$ cat config.mk
export PLATFORM = sky130hd
export DESIGN_NAME = sector_cache_clock_replacement
export DESIGN_NICKNAME = d
export VERILOG_FILES = /design/src/design/sccr_pkg.sv /design/src/design/sccr_ram.sv /design/src/design/sccr_flags.sv /design/src/design/sector_cache_clock_replacement.sv
export SDC_FILE = /design/constraint.sdc
export NUM_CORES = 2
export LEC_CHECK = 0
export BUFFER_PORTS_ARGS = -buffer_cell sky130_fd_sc_hd__buf_2
export CORE_MARGIN = 8
export CORE_UTILIZATION = 40
export CTS_CLUSTER_DIAMETER = 30
export DETAILED_ROUTE_END_ITERATION = 8
export MAX_ROUTING_LAYER = met4
export PLACE_DENSITY = 0.66
export SKIP_CTS_REPAIR_TIMING = 1
export SLEW_MARGIN = 20
export SYNTH_ARGS = -nofsm -noshare
export SYNTH_HDL_FRONTEND = slang
export SYNTH_SLANG_ARGS = --single-unit
$ cat constraint.sdc
create_clock -name i_clk -period 8.5 [get_ports i_clk]
set_clock_uncertainty 0.2 [all_clocks]
set_input_delay 0.425 -clock i_clk [delete_from_list [all_inputs] [get_ports i_clk]]
set_output_delay 0.425 -clock i_clk [all_outputs]
set_load 0.03 [all_outputs]
$ cat src/design/sccr_pkg.sv
package sccr_pkg;

    // request kinds carried in the low bits of s_axis_tuser
    localparam logic [1:0] OP_READ  = 2'd0;
    localparam logic [1:0] OP_WRITE = 2'd1;
    localparam logic [1:0] OP_FLUSH = 2'd2;
    localparam logic [1:0] OP_NONE  = 2'd3;

    // register indexes
    localparam int REG_ACTIVE_SLOTS = 0;

    // flag store update codes
    localparam logic [2:0] FC_NONE      = 3'd0;
    localparam logic [2:0] FC_HIT       = 3'd1;
    localparam logic [2:0] FC_CLR_ACC   = 3'd2;
    localparam logic [2:0] FC_CLR_META  = 3'd3;
    localparam logic [2:0] FC_LOAD      = 3'd4;
    localparam logic [2:0] FC_CLR_DIRTY = 3'd5;

    typedef struct packed {
        logic [2:0] code;
        logic       wr;    // request was a write
        logic       meta;  // requested sector holds metadata
    } t_flag_cmd;

    typedef struct packed {
        logic valid;
        logic dirty;
        logic accessed;
        logic meta_chance;
        logic holds_meta;
    } t_slot_flags;

endpackage

$ cat src/design/sccr_ram.sv
module sccr_ram #(
    parameter int WIDTH = 32,
    parameter int DEPTH = 64
) (
    input  logic                     i_clk,
    input  logic                     i_we,
    input  logic [$clog2(DEPTH)-1:0] i_waddr,
    input  logic [WIDTH-1:0]         i_wdata,
    input  logic                     i_re,
    input  logic [$clog2(DEPTH)-1:0] i_raddr,
    output logic [WIDTH-1:0]         o_rdata
);

    logic [WIDTH-1:0] r_mem [DEPTH];
    logic [WIDTH-1:0] r_rdata;

    always_ff @(posedge i_clk) begin
        if (i_we) begin
            r_mem[i_waddr] <= i_wdata;
        end
        if (i_re) begin
            r_rdata <= r_mem[i_raddr];
        end
    end

    assign o_rdata = r_rdata;

endmodule

$ cat src/design/sccr_flags.sv
module sccr_flags
    import sccr_pkg::*;
#(
    parameter int CACHE_SLOTS = 64
) (
    input  logic                           i_clk,
    input  logic                           i_rst_n,
    input  t_flag_cmd                      i_cmd,
    input  logic [$clog2(CACHE_SLOTS)-1:0] i_cmd_idx,
    input  logic [$clog2(CACHE_SLOTS)-1:0] i_rd_idx,
    output t_slot_flags                    o_rd
);

    logic [CACHE_SLOTS-1:0] r_valid;
    logic [CACHE_SLOTS-1:0] r_dirty;
    logic [CACHE_SLOTS-1:0] r_acc;
    logic [CACHE_SLOTS-1:0] r_mchance;
    logic [CACHE_SLOTS-1:0] r_hmeta;

    always_ff @(posedge i_clk) begin
        if (!i_rst_n) begin
            r_valid   <= '0;
            r_dirty   <= '0;
            r_acc     <= '0;
            r_mchance <= '0;
            r_hmeta   <= '0;
        end else begin
            case (i_cmd.code)
                FC_HIT: begin
                    r_acc[i_cmd_idx] <= 1'b1;
                    if (i_cmd.wr) begin
                        r_dirty[i_cmd_idx] <= 1'b1;
                    end
                    if (r_hmeta[i_cmd_idx]) begin
                        r_mchance[i_cmd_idx] <= 1'b1;
                    end
                end
                FC_CLR_ACC: begin
                    r_acc[i_cmd_idx] <= 1'b0;
                end
                FC_CLR_META: begin
                    r_mchance[i_cmd_idx] <= 1'b0;
                end
                FC_LOAD: begin
                    r_valid[i_cmd_idx]   <= 1'b1;
                    r_acc[i_cmd_idx]     <= 1'b1;
                    r_dirty[i_cmd_idx]   <= i_cmd.wr;
                    r_hmeta[i_cmd_idx]   <= i_cmd.meta;
                    r_mchance[i_cmd_idx] <= i_cmd.meta;
                end
                FC_CLR_DIRTY: begin
                    r_dirty[i_cmd_idx] <= 1'b0;
                end
                default: begin
                end
            endcase
        end
    end

    always_comb begin
        o_rd.valid       = r_valid[i_rd_idx];
        o_rd.dirty       = r_dirty[i_rd_idx];
        o_rd.accessed    = r_acc[i_rd_idx];
        o_rd.meta_chance = r_mchance[i_rd_idx];
        o_rd.holds_meta  = r_hmeta[i_rd_idx];
    end

endmodule

$ cat src/design/sector_cache_clock_replacement.sv
// Tag and clock (second chance) replacement engine for a sector cache. One request is
// taken at a time; s_axis_tready is high only while the engine is idle. A read or write
// walks the tag RAM one slot per cycle. A miss searches the n active slots, steps the
// clock hand (at most n steps), then reads the victim tag, makes the update and returns
// to idle. A flush reads each active slot in turn and gives one result item per slot,
// the last marked by m_axis_tlast; each item waits while the output is held. All tag
// reads share the single tag RAM read port. Results sit in an output register, so the
// next request may be taken while one still waits.
// active_slots (byte address 0) is to be written only while the engine is idle.
module sector_cache_clock_replacement
    import sccr_pkg::*;
#(
    parameter int CACHE_SLOTS = 64,
    parameter int SECTOR_BITS = 32
) (
    input  logic                   i_clk,
    input  logic                   i_rst_n,
    // sector
    input  logic                   s_axis_tvalid,
    output logic                   s_axis_tready,
    input  logic [((SECTOR_BITS+7)/8)*8-1:0] s_axis_tdata,
    // op [1:0], is_metadata [2]
    input  logic [2:0]             s_axis_tuser,
    output logic                   m_axis_tvalid,
    input  logic                   m_axis_tready,
    // hit, slot, writeback, writeback_sector, load_needed, zero pad
    output logic [((SECTOR_BITS+$clog2(CACHE_SLOTS)+3+7)/8)*8-1:0] m_axis_tdata,
    output logic                   m_axis_tlast,
    input  logic                   psel,
    input  logic                   penable,
    input  logic                   pwrite,
    input  logic [2:0]             paddr,
    input  logic [31:0]            pwdata,
    output logic [31:0]            prdata,
    output logic                   pready
);

    localparam int SLOT_W   = $clog2(CACHE_SLOTS);
    localparam int CFG_W    = $clog2(CACHE_SLOTS + 1);
    localparam int IW       = SLOT_W + 1;
    localparam int OUT_BITS = SECTOR_BITS + SLOT_W + 3;
    localparam int OUT_W    = ((OUT_BITS + 7) / 8) * 8;

    localparam logic [2:0] S_IDLE = 3'd0;
    localparam logic [2:0] S_SRCH = 3'd1;
    localparam logic [2:0] S_HIT  = 3'd2;
    localparam logic [2:0] S_SCAN = 3'd3;
    localparam logic [2:0] S_VRD  = 3'd4;
    localparam logic [2:0] S_VOUT = 3'd5;
    localparam logic [2:0] S_FRD  = 3'd6;
    localparam logic [2:0] S_FOUT = 3'd7;

    logic [2:0]             r_state, n_state;
    logic [CFG_W-1:0]       r_active;
    logic [1:0]             r_op;
    logic [SECTOR_BITS-1:0] r_sector;
    logic                   r_meta;
    logic [IW-1:0]          r_idx, n_idx;
    logic                   r_cmp_vld, n_cmp_vld;
    logic [SLOT_W-1:0]      r_cmp_idx, n_cmp_idx;
    logic [SLOT_W-1:0]      r_hand, n_hand;
    logic [SLOT_W-1:0]      r_start, n_start;
    logic [SLOT_W-1:0]      r_vic, n_vic;
    logic                   r_out_valid;
    logic [OUT_BITS-1:0]    r_out_data;
    logic                   r_out_last;

    logic                   accept;
    logic                   cfg_wr;
    logic [IW-1:0]          n_cnt;
    logic [IW-1:0]          last_idx;
    logic [IW-1:0]          hand_nx;
    logic [SLOT_W-1:0]      hand_adv;
    logic                   out_free;
    logic                   issue;

    logic                   ram_we;
    logic                   ram_re;
    logic [SLOT_W-1:0]      ram_raddr;
    logic [SECTOR_BITS-1:0] ram_rdata;

    t_flag_cmd              fcmd;
    logic [SLOT_W-1:0]      fcmd_idx;
    logic [SLOT_W-1:0]      frd_idx;
    t_slot_flags            fl;

    logic                   load_out;
    logic                   o_hit;
    logic [SLOT_W-1:0]      o_slot;
    logic                   o_wb;
    logic [SECTOR_BITS-1:0] o_wbs;
    logic                   o_load;
    logic                   o_last;

    // configuration port
    assign pready = 1'b1;
    assign cfg_wr = psel && penable && pwrite && (paddr[2] == 1'(REG_ACTIVE_SLOTS));
    assign prdata = (paddr[2] == 1'(REG_ACTIVE_SLOTS)) ? 32'(r_active) : 32'd0;

    always_ff @(posedge i_clk) begin
        if (!i_rst_n) begin
            r_active <= CFG_W'(CACHE_SLOTS);
        end else if (cfg_wr) begin
            r_active <= pwdata[CFG_W-1:0];
        end
    end

    // zero acts as one, oversize as the full cache
    always_comb begin
        if (r_active == '0) begin
            n_cnt = IW'(1);
        end else if (r_active > CFG_W'(CACHE_SLOTS)) begin
            n_cnt = IW'(CACHE_SLOTS);
        end else begin
            n_cnt = IW'(r_active);
        end
    end

    assign last_idx = n_cnt - IW'(1);
    assign hand_nx  = {1'b0, r_hand} + IW'(1);
    assign hand_adv = (hand_nx >= n_cnt) ? '0 : hand_nx[SLOT_W-1:0];
    assign issue    = (r_idx < n_cnt);
    assign out_free = !r_out_valid || m_axis_tready;

    assign s_axis_tready = (r_state == S_IDLE);
    assign accept        = s_axis_tvalid && s_axis_tready;

    sccr_ram #(
        .WIDTH (SECTOR_BITS),
        .DEPTH (CACHE_SLOTS)
    ) u_tag_ram (
        .i_clk   (i_clk),
        .i_we    (ram_we),
        .i_waddr (r_vic),
        .i_wdata (r_sector),
        .i_re    (ram_re),
        .i_raddr (ram_raddr),
        .o_rdata (ram_rdata)
    );

    sccr_flags #(
        .CACHE_SLOTS (CACHE_SLOTS)
    ) u_flags (
        .i_clk     (i_clk),
        .i_rst_n   (i_rst_n),
        .i_cmd     (fcmd),
        .i_cmd_idx (fcmd_idx),
        .i_rd_idx  (frd_idx),
        .o_rd      (fl)
    );

    always_comb begin
        n_state   = r_state;
        n_idx     = r_idx;
        n_cmp_vld = r_cmp_vld;
        n_cmp_idx = r_cmp_idx;
        n_hand    = r_hand;
        n_start   = r_start;
        n_vic     = r_vic;
        ram_we    = 1'b0;
        ram_re    = 1'b0;
        ram_raddr = r_idx[SLOT_W-1:0];
        fcmd.code = FC_NONE;
        fcmd.wr   = (r_op == OP_WRITE);
        fcmd.meta = r_meta;
        fcmd_idx  = r_vic;
        frd_idx   = r_cmp_idx;
        load_out  = 1'b0;
        o_hit     = 1'b0;
        o_slot    = r_vic;
        o_wb      = 1'b0;
        o_wbs     = '0;
        o_load    = 1'b0;
        o_last    = 1'b1;

        case (r_state)
            S_IDLE: begin
                if (accept) begin
                    n_idx     = '0;
                    n_cmp_vld = 1'b0;
                    case (s_axis_tuser[1:0])
                        OP_READ, OP_WRITE: n_state = S_SRCH;
                        OP_FLUSH:          n_state = S_FRD;
                        default:           n_state = S_IDLE;
                    endcase
                end
            end
            S_SRCH: begin
                // tag of r_cmp_idx arrives while the next slot is read
                if (r_cmp_vld && fl.valid && (ram_rdata == r_sector)) begin
                    n_vic   = r_cmp_idx;
                    n_state = S_HIT;
                end else if (r_cmp_vld && (IW'(r_cmp_idx) == last_idx)) begin
                    n_hand  = hand_adv;
                    n_start = hand_adv;
                    n_state = S_SCAN;
                end else begin
                    ram_re    = issue;
                    n_cmp_vld = issue;
                    n_cmp_idx = r_idx[SLOT_W-1:0];
                    if (issue) begin
                        n_idx = r_idx + IW'(1);
                    end
                end
            end
            S_HIT: begin
                if (out_free) begin
                    fcmd.code = FC_HIT;
                    load_out  = 1'b1;
                    o_hit     = 1'b1;
                    n_state   = S_IDLE;
                end
            end
            S_SCAN: begin
                frd_idx  = r_hand;
                fcmd_idx = r_hand;
                if (fl.accessed || fl.meta_chance) begin
                    fcmd.code = fl.accessed ? FC_CLR_ACC : FC_CLR_META;
                    n_hand    = hand_adv;
                    if (hand_adv == r_start) begin
                        // full turn: fall back to the start slot
                        n_vic   = hand_adv;
                        n_state = S_VRD;
                    end
                end else begin
                    n_vic   = r_hand;
                    n_state = S_VRD;
                end
            end
            S_VRD: begin
                ram_re    = 1'b1;
                ram_raddr = r_vic;
                n_state   = S_VOUT;
            end
            S_VOUT: begin
                frd_idx = r_vic;
                if (out_free) begin
                    o_wb      = fl.valid && fl.dirty;
                    o_wbs     = o_wb ? ram_rdata : '0;
                    o_load    = 1'b1;
                    load_out  = 1'b1;
                    ram_we    = 1'b1;
                    fcmd.code = FC_LOAD;
                    n_state   = S_IDLE;
                end
            end
            S_FRD: begin
                ram_re  = 1'b1;
                n_state = S_FOUT;
            end
            S_FOUT: begin
                frd_idx  = r_idx[SLOT_W-1:0];
                fcmd_idx = r_idx[SLOT_W-1:0];
                o_slot   = r_idx[SLOT_W-1:0];
                o_last   = (r_idx == last_idx);
                if (out_free) begin
                    o_wb      = fl.valid && fl.dirty;
                    o_wbs     = o_wb ? ram_rdata : '0;
                    load_out  = 1'b1;
                    fcmd.code = FC_CLR_DIRTY;
                    if (o_last) begin
                        n_state = S_IDLE;
                    end else begin
                        n_idx   = r_idx + IW'(1);
                        n_state = S_FRD;
                    end
                end
            end
            default: begin
                n_state = S_IDLE;
            end
        endcase
    end

    always_ff @(posedge i_clk) begin
        if (!i_rst_n) begin
            r_state     <= S_IDLE;
            r_hand      <= SLOT_W'(CACHE_SLOTS - 1);
            r_out_valid <= 1'b0;
            r_idx       <= '0;
            r_cmp_vld   <= 1'b0;
        end else begin
            r_state   <= n_state;
            r_hand    <= n_hand;
            r_idx     <= n_idx;
            r_cmp_vld <= n_cmp_vld;
            if (load_out) begin
                r_out_valid <= 1'b1;
            end else if (m_axis_tready) begin
                r_out_valid <= 1'b0;
            end
        end
    end

    always_ff @(posedge i_clk) begin
        r_cmp_idx <= n_cmp_idx;
        r_start   <= n_start;
        r_vic     <= n_vic;
        if (accept) begin
            r_op     <= s_axis_tuser[1:0];
            r_meta   <= s_axis_tuser[2];
            r_sector <= s_axis_tdata[SECTOR_BITS-1:0];
        end
        if (load_out) begin
            r_out_data <= {o_load, o_wbs, o_wb, o_slot, o_hit};
            r_out_last <= o_last;
        end
    end

    assign m_axis_tvalid = r_out_valid;
    assign m_axis_tdata  = OUT_W'(r_out_data);
    assign m_axis_tlast  = r_out_last;

endmodule

# After elaboration in Yosys (flattened, before gate mapping)
# Memories as Yosys holds them, arrays and structs flattened. A register that Yosys moved wholly into a read port is not among the register bits.
# Index checks and enable logic that the tools add are counted.
op_classes:
  add_sub_neg: 3
  n_mul: 0
  n_div: 0
  magnitude_cmp: 6
  n_eq_ne: 33
  shift: 0
  n_mux: 73
  bitwise: 11
  reduce_logical: 39
op_table:
  columns: ["op", "n"]
  rows:
  - ["64-bit one-hot mux with 3 select lines", 2]
  - ["64-bit OR", 4]
  - ["64-bit AND", 3]
  - ["64-bit bitwise mux", 3]
  - ["64-bit 2-to-1 mux", 2]
  - ["64-bit one-hot mux with 2 select lines", 1]
  - ["64-bit inverter", 1]
  - ["7-bit 2-to-1 mux", 9]
  - ["6-bit 2-to-1 mux", 9]
  - ["6-bit one-hot mux with 2 select lines", 3]
  - ["32-bit == test", 1]
  - ["1-bit binary-select mux with 6-bit select", 5]
  - ["3-bit 2-to-1 mux", 10]
  - ["3-bit one-hot mux with 7 select lines", 1]
  - ["7-bit one-hot mux with 3 select lines", 1]
  - ["1-bit 2-to-1 mux", 20]
  - ["3-bit == test, second input constant", 6]
  - ["6-bit one-hot mux with 3 select lines", 1]
  - ["2-bit inequality test, second input constant", 8]
  - ["6-bit by 7-bit less-than comparator with 1-bit output, second input constant", 2]
  - ["3-bit by 2-bit == test with 1-bit output, second input constant", 4]
  - ["3-bit one-hot mux with 4 select lines", 1]
  - ["3-bit AND reduction", 4]
  - ["2-bit OR reduction", 5]
  - ["33 further kinds", 59]
word_totals:
  regBits: 440
  latch_bits: 0
  mem_bits_rw: 2048
  rom_bits: 0
  input_bits: 77
  output_inout_bits: 84
  n_memories: 1
mem_list:
  columns: ["memory", "words", "word_bits", "rd", "rd_clocked_by_memory_dff", "wr", "line_no", "rtl"]
  rows:
  - ["u_tag_ram.r_mem", 64, 32, 1, 1, 1, "sccr_ram.sv:14", "logic [WIDTH-1:0] r_mem [DEPTH];"]

# Depth between registers and ports, before layout
logic_depth:
  ltp_word: 10
  ltp_mapped: 18
  ltp_nobuf: 16

# Cells and area by module
# A second synthesis with hierarchy kept.
hier_totals:
  hier_cells: 5803
  area_unflattened_um2: 101361.0
modules_own_cells:
  columns: ["mod", "instances", "cells_each", "area_each_um2", "seq_area_each_um2"]
  rows:
  - ["sccr_ram", 1, 3572, 79214.7, 62459.9]
  - ["sccr_flags", 1, 1641, 15561.2, 6406.1]
  - ["sector_cache_clock_replacement", 1, 590, 6585.1, 3353.2]

# Least setup slack after synthesis
# Ideal clock, no wire load.
synth_timing:
  path_type: "reg2reg"
  start: "reg r_active[2]"
  end: "reg u_tag_ram.r_rdata[0] (netlist: u_tag_ram.o_rdata[0]), read port of u_tag_ram.r_mem (enable)"
  arrival_time_ps: 3974
  path_slack_ps: 3668
  stages_incl_launch_ff: 17
  path_cell_list: "dfxtp_1 clkbuf_1 or4_1 nor2_1 nor2_1 nor2_1 inv_1 ha_1 clkbuf_1 and2_0 o21ai_0 xnor2_1 nand3_1 nor3_1 nor2_1 nand2_1 o21ai_0"
synth_between:
  elab_chain_len: 9
  word_cells_on_any_way: 11
synth_rtl:
  columns: ["item", "line_no", "rtl"]
  rows:
  - ["from (decl)", "sector_cache_clock_replacement.sv:54", "logic [CFG_W-1:0] r_active;"]
  - ["from (signal assigned)", "sector_cache_clock_replacement.sv:102", "r_active <= CFG_W'(CACHE_SLOTS);"]
  - ["from (signal assigned)", "sector_cache_clock_replacement.sv:104", "r_active <= pwdata[CFG_W-1:0];"]
  - ["7-bit greater-than comparator", "sector_cache_clock_replacement.sv:112", "end else if (r_active > CFG_W'(CACHE_SLOTS)) begin"]
  - ["7-bit 2-to-1 mux", "sector_cache_clock_replacement.sv:112", null]
  - ["7-bit 2-to-1 mux (*)", "sector_cache_clock_replacement.sv:110", "if (r_active == '0) begin"]
  - ["7-bit by 1-bit subtractor with 7-bit output", "sector_cache_clock_replacement.sv:119", "assign last_idx = n_cnt - IW'(1);"]
  - ["6-bit by 7-bit == test with 1-bit output", "sector_cache_clock_replacement.sv:193", "end else if (r_cmp_vld && (IW'(r_cmp_idx) == last_idx)) begin"]
  - ["1-bit logical AND", "sector_cache_clock_replacement.sv:193", null]
  - ["1-bit 2-to-1 mux (*)", "sector_cache_clock_replacement.sv:193", null]
  - ["1-bit 2-to-1 mux (*)", "sector_cache_clock_replacement.sv:190", "if (r_cmp_vld && fl.valid && (ram_rdata == r_sector)) begin"]
  - ["1-bit one-hot mux with 2 select lines (*)", "sector_cache_clock_replacement.sv:176", "case (r_state)"]
  - ["via ram_re", "sector_cache_clock_replacement.sv:78", "logic ram_re;"]
  - ["to (decl)", "sccr_ram.sv:15", "logic [WIDTH-1:0] r_rdata;"]
# The timed path passes the listed nets; every way through them passes the cells marked *.
# A chain may end at the register's enable or synchronous reset.

# Final worst setup path
layout_timing:
  start: "reg r_state[2]"
  end: "reg u_tag_ram.r_rdata[4] (netlist: u_tag_ram.o_rdata[4]), read port of u_tag_ram.r_mem (enable)"
layout_between:
  elab_chain_len: 8
  word_cells_on_any_way: 15
layout_rtl:
  columns: ["item", "line_no", "rtl"]
  rows:
  - ["from (decl)", "sector_cache_clock_replacement.sv:53", "logic [2:0] r_state, n_state;"]
  - ["from (signal assigned)", "sector_cache_clock_replacement.sv:283", "r_state <= n_state;"]
  - ["3-bit == test / 3-bit by 2-bit == test with 1-bit output (equally long branches)", "sector_cache_clock_replacement.sv:176", null]
  - ["6-bit one-hot mux with 3 select lines", "sector_cache_clock_replacement.sv:176", null]
  - ["1-bit binary-select mux with 6-bit select", "sccr_flags.sv:61", "o_rd.valid = r_valid[i_rd_idx];"]
  - ["1-bit 2-to-1 mux (implied by the code)", "sccr_flags.sv:61", null]
  - ["1-bit logical AND (2 in series)", "sector_cache_clock_replacement.sv:190", null]
  - ["1-bit 2-to-1 mux", "sector_cache_clock_replacement.sv:190", null]
  - ["1-bit one-hot mux with 2 select lines (*)", "sector_cache_clock_replacement.sv:176", null]
  - ["via ram_re", "sector_cache_clock_replacement.sv:78", null]
# The timed path passes the listed nets; every way through them passes the cells marked *. The select of a mux whose other input is x is not followed.

==> metrics.txt <==
final wirelength 297,000 um; Mapped Area 101,000 um^2; ys flop type edfxtp_1; Yosys top cell by area edfxtp_1; first-pass GRT wire length 423,000 um; grt ovf 0; area delta synth->final 20.3%; 1st-iter DRT viols 7,464; total track usage 21.7%; H-tree level count 5; cell area after placement 107,000 um^2; fin crit share 73.3%; Syn Inst Count 6,179; initial antenna violation count 11; FF/Latch Area 72,200 um^2; Leak 39.8 nW; chip height 519 um; PortBufs 100; Arrival @ worst endpoint 6.59 ns; CP Class flop to flop; Power Density 332 nW/um^2; Min-Delay Path Depth 2; worst hold path type input pin to flop; Sum Neg Setup Slack 0 ns; slew at the pin closest to its max-slew limit 1.22 ns; Nets 6,670; Post-synth ARST share 0%; number of global-route vias before repair 60,400; Ys Warns 0; Skew-Pair Late Insertion Delay 0.98 ns; main area contributors after synthesis edfxtp_1, mux4_2, dfxtp_1, nand2_1, a21oi_1; worst-case reg-to-reg path depth 13; Die Span X 519 um; main combinational cell family by area after synthesis multiplexers; DR WL/cell 28.9 um; CTS Root Cell clkbuf_16; Core ar. 253,000 um^2; Period minus WS final 6.23 ns; CTS Buf Count 423; final hold vios 0; layout cells sized above 1 24.2%; post-synth top area share 64.4%; Pins Over Slew Limit 0; Seq/Total Area, Yosys 71.2%; Worst-path clk slew 0.05 ns; Hold Crit Start s_axis_tdata[16]; RSZ-0062 raised after global routing false; CTS tree yes; hold endpoint r_sector[16]; mux cell area share after synthesis 13.0%; Initial Util 40.1%; fillcell total 20,600; die area 270,000 um^2; Post-route DRC 0; status complete, no violations; Simple-Gate Fraction of Synth Area 6.00%; Fmax 160 MHz; final instance area 122,000 um^2; pin count of the biggest net entering global routing 101; critical path launch point type flop; multi-input logic area 27,800 um^2; critical-path maximum fanout 32; R2R Path End u_tag_ram.o_rdata[4]; final setup fails 0; Detailed Place HPWL 161,000 um; DR pass1 iterations 6; r2r startpoint r_state[2]; EDFF count, synth 2,175; CTS Sinks 2,520; compound-gate portion of the synthesized area 6.95%; GPL Wtd Cong 0.945; Rows 185; vias per std cell 5.92; FF+latch count, synth 2,520; Yosys cell types 96; CP required 8.86 ns; adder-cell area share of the yosys netlist 0.210%; Mean Syn Cell Area 16.4 um^2; VDD IR max 0.282 mV; max-cap violations 0; max_slew headroom 18.3%; Post-Synth XOR/XNOR Area 0.484%; via count 60,900; reg-to-reg slack, setup 2.27 ns; post-route ant nets 0; kind of end point of the critical path flop; Max Buffers Root-to-Sink 4; io pins 161
routing by layer:
metal	wire length (um)	GRT usage (%)
met1	114000	27.6
met2	140000	33.8
met3	29300	4.88
met4	14000	9.06
met5	0	-
worst max-delay path: stages (launching register included):
cell	delay, ns
dfxtp_1	0.93
and2_1	0.59
a21oi_4	0.19
nand2_2	0.72
buf_4	0.40
mux4_2	0.35
a22oi_1	0.25
o211ai_1	0.16
o311ai_2	0.25
nand4_1	0.27
nor2_1	0.66
nand2_1	0.21
o21ai_4	0.10
buf_4	0.49
cells by family after synthesis:
group	after synthesis
and+or+nand+nor	1383
xor gates and xnor gates	56
AOI/OAI and AO/OA	1101
buffers and inverters	455
adders and majority gates	17
other	2
DFF	2520
muxes	645
placed cells by master, fill, tap and decap left out, types with 99 or more instances in the layout:
cell and count:
clkbuf_16 428, nor2_1 299, dfxtp_1 345, a21oi_1 326, o21ai_0 216, buf_2 99, mux4_2 533, buf_4 190
and2_1 164, nand2_1 639, a211oi_1 175, edfxtp_1 2175
power breakdown:
| group | leakage [nW] | internal, mW | switching (mW) | total, mW |
|---|---|---|---|---|
| sequential | 22.4 | 14.5 | 0.271 | 14.8 |
| clock | 7.02 | 11.3 | 6.09 | 17.4 |
| combinational | 10.4 | 2.73 | 5.55 | 8.28 |
metrics by stage:
| step | worst slack [ns] | std cells | util (%) | hold WS [ns] | power (mW) |
|---|---|---|---|---|---|
| after global routing | 1.99 | 10300 | 48.2 | 0.00753 | 41.5 |
| final | 2.27 | 10300 | 48.2 | 0.0279 | 40.5 |
| after floorplan | 3.67 | 6210 | - | 0.229 | 20.2 |
| after detailed placement | 2.39 | 9443 | 42.1 | 0.250 | 23.2 |
| after CTS | 2.43 | 10200 | 47.9 | -0.623 | 40.5 |
| after global placement | 2.44 | 9443 | 42.1 | 0.243 | 23.0 |
synthesized netlist by cell type, types with 8 or more instances:
cell type and n:
o21ai_0 217, xnor2_1 43, clkbuf_1 245, nand2b_1 8
o311ai_1 13, nand4_1 18, nand3_1 52, o22ai_1 20
mux2i_1 93, a31oi_1 72, a211oi_1 175, o21a_1 49
a2111oi_0 13, nor3_1 47, and2_1 164, buf_2 98
and3_1 25, inv_1 11, xor2_1 13, edfxtp_1 2175
dfxtp_1 345, nor4_1 9, nand2_1 640, a21oi_1 328
buf_4 49, buf_6 12, o21ai_1 22, nor2b_1 15
a311oi_1 80, nand3b_1 8, a221oi_1 8, mux4_2 533
buf_1 34, o31ai_1 29, ha_1 17, nor2_1 365
mux2_2 16
registers in the layout, indices dropped and copies added, names as in the netlist, 7 cells and up, named ones only:
name and count:
r_active 7, u_tag_ram.r_mem 2048, r_idx 7, u_flags.r_dirty 64
u_flags.r_hmeta 64, u_flags.r_valid 64, r_out_data 41, u_flags.r_mchance 64
r_sector 32, u_tag_ram.o_rdata 32
cell type report:
class / count / share of cell area, %
flip-flops and latches: 2520 / 59.2
repair buffers: 382 / 2.51
clock inverters: 303 / 3.03
clock buffers: 463 / 8.93
well taps: 3366 / 3.45
diodes: 2 / 0.00411
inverters: 14 / 0.0472
multi-input cells: 3235 / 22.8
worst max-delay path by stage:
stage,from,to,cells past startpoint
finish,r_state[2],u_tag_ram.o_rdata[4],13
global route,r_state[2],u_tag_ram.o_rdata[10],11
CTS,r_state[2],u_tag_ram.o_rdata[4],13
detailed placement,r_state[2],u_tag_ram.o_rdata[9],11
global placement,r_state[2],u_tag_ram.o_rdata[17],11
floorplan,r_active[2],u_tag_ram.o_rdata[0],16
Power figures use the tool's default switching activity.
